===== config.mk =====
export PLATFORM = sky130hd
export DESIGN_NAME = fpe_ctrl
export DESIGN_NICKNAME = d
export VERILOG_FILES = /design/src/hw/rtl/fpe_pkg.sv /design/src/hw/rtl/fpe_ctrl.sv
export SDC_FILE = /design/constraint.sdc
export NUM_CORES = 1
export LEC_CHECK = 0
export ABC_CLOCK_PERIOD_IN_PS = 1700
export BUFFER_PORTS_ARGS = -buffer_cell sky130_fd_sc_hd__buf_2
export CAP_MARGIN = 20
export CORE_MARGIN = 5
export CORE_UTILIZATION = 49
export CTS_BUF_LIST = sky130_fd_sc_hd__clkbuf_8 sky130_fd_sc_hd__clkbuf_16
export DETAILED_ROUTE_END_ITERATION = 8
export PLACE_DENSITY = 0.79
export SYNTH_ARGS = -nofsm -noshare
export SYNTH_HDL_FRONTEND = slang
export SYNTH_SLANG_ARGS = --single-unit

===== constraint.sdc =====
create_clock -name clk -period 1.7 [get_ports clk]
set_clock_uncertainty 0.15 [all_clocks]
set_input_delay 0.34 -clock clk [delete_from_list [all_inputs] [get_ports clk]]
set_output_delay 0.34 -clock clk [all_outputs]
set_load 0.005 [all_outputs]

===== src/hw/rtl/fpe_pkg.sv =====
package fpe_pkg;

  localparam int IN_W = 32;
  localparam int COMP_W = 34;
  localparam int ROW_COUNT = 3;
  localparam int COL_COUNT = 4;
  localparam int LEN_W = 35;
  localparam int ROOT_STEPS = 32;
  localparam int SQ_STEPS = 3;
  localparam int DEF_WORD_WIDTH = 32;
  localparam int DEF_FRAC_BITS = 16;
  localparam int PADDR_W = 3;
  localparam logic [1:0] TRIGGER_ROW = 2'd3;
  localparam logic ADDR_MIN_LENGTH = 1'b0;

  localparam logic [2:0] PLANE_LEFT = 3'd0;
  localparam logic [2:0] PLANE_RIGHT = 3'd1;
  localparam logic [2:0] PLANE_BOTTOM = 3'd2;
  localparam logic [2:0] PLANE_TOP = 3'd3;
  localparam logic [2:0] PLANE_NEAR = 3'd4;
  localparam logic [2:0] PLANE_FAR = 3'd5;

  typedef struct packed {
    logic [1:0] row_index;
    logic signed [IN_W-1:0] first_col;
    logic signed [IN_W-1:0] second_col;
    logic signed [IN_W-1:0] third_col;
    logic signed [IN_W-1:0] fourth_col;
  } in_item_t;

  typedef struct packed {
    logic [2:0] plane_index;
    logic signed [IN_W-1:0] normal_x;
    logic signed [IN_W-1:0] normal_y;
    logic signed [IN_W-1:0] normal_z;
    logic signed [IN_W-1:0] plane_offset;
    logic unnormalized;
    logic last_plane;
  } out_item_t;

  typedef enum logic [2:0] {
    ST_IDLE,
    ST_FORM,
    ST_SQUARE,
    ST_ROOT,
    ST_SETUP,
    ST_DIVIDE,
    ST_EMIT
  } fpe_state_t;

  typedef struct packed {
    logic store;
    logic capture;
    logic form;
    logic square;
    logic [1:0] sq_idx;
    logic root;
    logic setup;
    logic divide;
    logic emit;
    logic [2:0] plane;
  } fpe_cmd_t;

  function automatic logic signed [COMP_W-1:0] plane_comp(
    input logic [2:0] plane,
    input logic signed [IN_W-1:0] a,
    input logic signed [IN_W-1:0] b,
    input logic signed [IN_W-1:0] c,
    input logic signed [IN_W-1:0] d
  );
    logic signed [COMP_W-1:0] ea;
    logic signed [COMP_W-1:0] eb;
    logic signed [COMP_W-1:0] ec;
    logic signed [COMP_W-1:0] ed;
    logic signed [COMP_W-1:0] res;
    ea = COMP_W'(a);
    eb = COMP_W'(b);
    ec = COMP_W'(c);
    ed = COMP_W'(d);
    case (plane)
      PLANE_LEFT: res = -(ed + ea);
      PLANE_RIGHT: res = ea - ed;
      PLANE_BOTTOM: res = -(ed + eb);
      PLANE_TOP: res = eb - ed;
      PLANE_NEAR: res = -ec;
      default: res = ec - ed;
    endcase
    return res;
  endfunction

endpackage


===== src/hw/rtl/fpe_ctrl.sv =====
module fpe_ctrl
  import fpe_pkg::*;
#(
  parameter int FRAC_BITS = DEF_FRAC_BITS
) (
  input  logic clk,
  input  logic rst_n,
  input  logic start,
  input  logic [1:0] row_index,
  output logic busy,
  output fpe_cmd_t cmd
);

  localparam int DIV_STEPS = LEN_W + FRAC_BITS;
  localparam int CNT_W = $clog2(DIV_STEPS + 1);

  fpe_state_t state_r, state_nxt;
  logic [CNT_W-1:0] cnt_r, cnt_nxt;
  logic [2:0] plane_r, plane_nxt;

  always_ff @(posedge clk) begin
    if (!rst_n) begin
      state_r <= ST_IDLE;
      cnt_r <= '0;
      plane_r <= PLANE_LEFT;
    end else begin
      state_r <= state_nxt;
      cnt_r <= cnt_nxt;
      plane_r <= plane_nxt;
    end
  end

  always_comb begin
    state_nxt = state_r;
    cnt_nxt = cnt_r + 1'b1;
    plane_nxt = plane_r;
    unique case (state_r)
      ST_IDLE: begin
        cnt_nxt = '0;
        if (start && row_index == TRIGGER_ROW) begin
          state_nxt = ST_FORM;
          plane_nxt = PLANE_LEFT;
        end
      end
      ST_FORM: begin
        cnt_nxt = '0;
        state_nxt = ST_SQUARE;
      end
      ST_SQUARE: begin
        if (cnt_r == CNT_W'(SQ_STEPS - 1)) begin
          cnt_nxt = '0;
          state_nxt = ST_ROOT;
        end
      end
      ST_ROOT: begin
        if (cnt_r == CNT_W'(ROOT_STEPS - 1)) begin
          cnt_nxt = '0;
          state_nxt = ST_SETUP;
        end
      end
      ST_SETUP: begin
        cnt_nxt = '0;
        state_nxt = ST_DIVIDE;
      end
      ST_DIVIDE: begin
        if (cnt_r == CNT_W'(DIV_STEPS - 1)) begin
          cnt_nxt = '0;
          state_nxt = ST_EMIT;
        end
      end
      ST_EMIT: begin
        cnt_nxt = '0;
        if (plane_r == PLANE_FAR) begin
          state_nxt = ST_IDLE;
        end else begin
          state_nxt = ST_FORM;
          plane_nxt = plane_r + 3'd1;
        end
      end
      default: begin
        state_nxt = ST_IDLE;
        cnt_nxt = '0;
      end
    endcase
  end

  always_comb begin
    cmd = '0;
    cmd.plane = plane_r;
    cmd.sq_idx = cnt_r[1:0];
    busy = 1'b1;
    unique case (state_r)
      ST_IDLE: begin
        busy = 1'b0;
        cmd.store = start && row_index != TRIGGER_ROW;
        cmd.capture = start && row_index == TRIGGER_ROW;
      end
      ST_FORM: cmd.form = 1'b1;
      ST_SQUARE: cmd.square = 1'b1;
      ST_ROOT: cmd.root = 1'b1;
      ST_SETUP: cmd.setup = 1'b1;
      ST_DIVIDE: cmd.divide = 1'b1;
      ST_EMIT: cmd.emit = 1'b1;
      default: busy = 1'b1;
    endcase
  end

endmodule


==> results by group <==
Floorplanning
  – Ports: 19
  – Placeable core area: ~0.0013 mm^2
  – Initial Util: 0.5300
  – Die height: 47.99 um
  – Area of the die: approximately 0.0023 mm^2
  – Chip width: 47.99 um
  – Rows: 13

Placement
  – Port Buffers: 18
  – Pre-CTS setup slack: roughly 0.015 ns
  – DP HPWL: ~1.2 mm
  – Routability cong.: 0.7421

Cells and area
  – Nets: 117
  – Commonest non-fill, non-tap cell in the layout: buf_2
  – Area delta synth->final: 32.57%
  – Layout cells sized above 1: 0.4340
  – # diodes: 0
  – Commonest non-fill, non-tap cells in the layout: buf_2 (18), nor2_1 (11), dfxtp_1 (7)

GRT
  – Global Route met2 Usage: 0.3219
  – Gr ovfl total: 0
  – Met1 usage: 0.1578
  – Vias in the first global route: between 600 and 700
  – Initial antenna violation count: 0
  – Total GRT Usage: 0.1734
  – First-pass GRT wire length: roughly 2.7 mm
  – Grt met3 use: 0.05639
  – Busiest layer in global routing: met2
  – Largest net degree at the start of global routing: 9

Timing
  – Fin. Hold Viols: 0
  – Worst slew pin tran: ~0.32 ns
  – Max-slew violations: 0
  – Slew margin rel.: 0.7823
  – Setup violators final: 0
  – PnR worst setup slack: 0.05012 ns
  – Tmin final: 1.650 ns
  – Achievable Freq: between 0.6 and 0.7 GHz
  – RSZ-0062 raised after global routing: yes
  – Final period util: 0.9705

Drt
  – Vias per cell: approximately 5.5
  – TritonRoute pass-1 iters: 4
  – Via count: roughly 670
  – Routed WL: around 1.7 mm
  – Antenna-violating nets left: 0
  – DR iter-0 viols: 16
  – Post-route DRC violation count: 0
  – Routed WL per cell: 14.13 um

Power
  – Clock power frac: 0.433
  – Leak: ~0.00044 uW
  – Int Power: roughly 460 uW
  – Sw Ratio: 0.2202
  – Net Switching: between 100 and 150 uW
  – Max VDD drop: approximately 0.00057 V
  – Reg power frac: 0.483
  – PD cells: 632.1 mW/mm^2
  – Total power: just under 600 uW
  – Comb pwr share: 0.084

Critical path
  – Crit path DAT: 1.63 ns
  – CP Launch Type: flip-flop
  – CP endpoint kind: flip-flop
  – CP required: about 1.7 ns
  – Critical path buffers and inverters: 2
  – Crit-path leading delay family: flip-flops
  – WS Path Type: flip-flop to flip-flop
  – Worst-path fanout max: 5
  – Slowest CP cell: dfxtp_4
  – Worst path max stage delay: about 0.36 ns
  – Critical-path cell list: inv_2 -> ha_4 -> nor3b_4 -> a31oi_4 -> a22oi_2 -> buf_4 -> nor2_1

Clocking
  – H-Tree Depth: 1
  – TritonCTS buffer count: 3
  – Hold_buf cts: 0
  – Clk buf depth: 2
  – CTS tree: built
  – Root Buffer: clkbuf_8
  – Sink Count: 12
  – CTS clk-pin slew, worst paths: about 0.05 ns
  – Clock Latency Late Sink: around 0.24 ns

Synthesis
  – Simple-Gate Fraction of Synth Area: 0.3150
  – Yosys Warn Count: 0
  – Post-Syn Nets: between 90 and 100
  – Xor/xnor share of the synthesized area: 0.06195
  – Synth Area in Compound Gates: 0.1434
  – Distinct cells, synth: 32
  – Syn Area/Cell: around 8.6 um^2
  – Register area share after synthesis: 0.3398
  – Mux cell area share after synthesis: 0
  – Largest family of logic cells by synthesized area: simple AND/OR/NAND/NOR gates
  – Mapped Cells: 82
  – Seq cells post-synth: 12
  – Post-synthesis adder-cell area fraction: 0.07080
  – Mapped Area: ~710 um^2

Worst hold path
  – Hold Crit Class: primary input to flip-flop

Outcome
  – Status: complete, no violations

Flow run
  – Max-Cap Viols: 0
state kept, by name, indices dropped and copies added, names as in the netlist:
| signal | flops |
|---|---|
| state_r | 3 |
| plane_r | 3 |
| cnt_r | 6 |
cells by family after synthesis:
family          count (synthesis)
buf+inv                         9
compound gates                 13
simple gates                   39
xor+xnor                        5
flops                          12
fa+ha+maj                       4
cells in the mapped netlist, drive strengths merged:
library cell  count  area (um^2)
dfxtp            12        240.2
nor2             11        41.29
inv               6        22.52
nand2             6        22.52
and3              5        36.28
nand3             5        25.02
ha                4        50.05
nor3              4        25.02
xnor2             4        35.03
a21oi             3        18.77
buf               3        26.27
o21a              2        15.01
o21ai             2        13.76
or2b              2        15.01
a211o             1        8.760
a21boi            1        7.510
a22oi             1        12.51
a31oi             1        6.260
and2b             1        7.510
and3b             1        12.51
nand2b            1        6.260
nand3b            1        7.510
nor3b             1        12.51
o211a             1        10.01
o31a              1        8.760
or4               1        11.26
xor2              1        8.760
worst register-to-register path: stages (launching register included):
cell	delay (ns)
dfxtp_4	0.36
inv_2	0.07
ha_4	0.12
nor3b_4	0.26
a31oi_4	0.14
a22oi_2	0.21
buf_4	0.17
nor2_1	0.06
per-layer routing:
| metal | share of wire | wire length [um] |
|---|---|---|
| met5 | 0 | 0 |
| met4 | 0.032 | 54 |
| met3 | 0.060 | 102 |
| met2 | 0.52 | 889 |
| met1 | 0.39 | 664 |
per-stage QoR:
stage | instance area [um^2] | hold WS [ns] | TNS (ns) | util | std cells
floorplan | 706.9 | 0.2912 | 0 | - | 82
global placement | 804.5 | 0.2996 | 0 | 0.6032 | 114
detailed placement | 804.5 | 0.3147 | 0 | 0.6032 | 114
CTS | 882.1 | 0.2617 | 0 | 0.6614 | 120
global route | 937.1 | 0.2788 | -0.02570 | 0.7026 | 121
finish | 937.1 | 0.2633 | 0 | 0.7026 | 121
power groups by stage:
| stage | Combinational [uW] | Sequential (uW) | Clock [uW] |
|---|---|---|---|
| after floorplan | 29.8 | 291 | 0 |
| after global placement | 43.9 | 293 | 0 |
| after detailed placement | 45.2 | 293 | 0 |
| after CTS | 47.4 | 288 | 254 |
| after global routing | 55.5 | 286 | 271 |
| final | 49.7 | 286 | 257 |
cell type report:
class                           count  area, um^2
Fill cell                         112       396.6
Timing Repair Buffer               24       135.1
Tap cell                           15       18.77
Sequential cell                    12       251.5
Clock buffer                        3       41.29
Inverter                            6       22.52
Multi-Input combinational cell     61       467.9
final timing paths:
check / start / depth (start not counted) / end / slack (ns)
max reg2reg: cnt_r[0] / 7 / cnt_r[2] / 0.05
min: rst_n / 2 / plane_r[1] / 0.26
max: cnt_r[0] / 7 / cnt_r[2] / 0.05
min reg2reg: cnt_r[0] / 1 / cnt_r[0] / 0.31
what timing repair did:
action,in CTS,in global routing
resized for setup,4,14
pin swaps,3,4
buffers inserted,3,1
setup endpoints to repair,5,12
No activity file was read; power rests on OpenSTA's default activity.
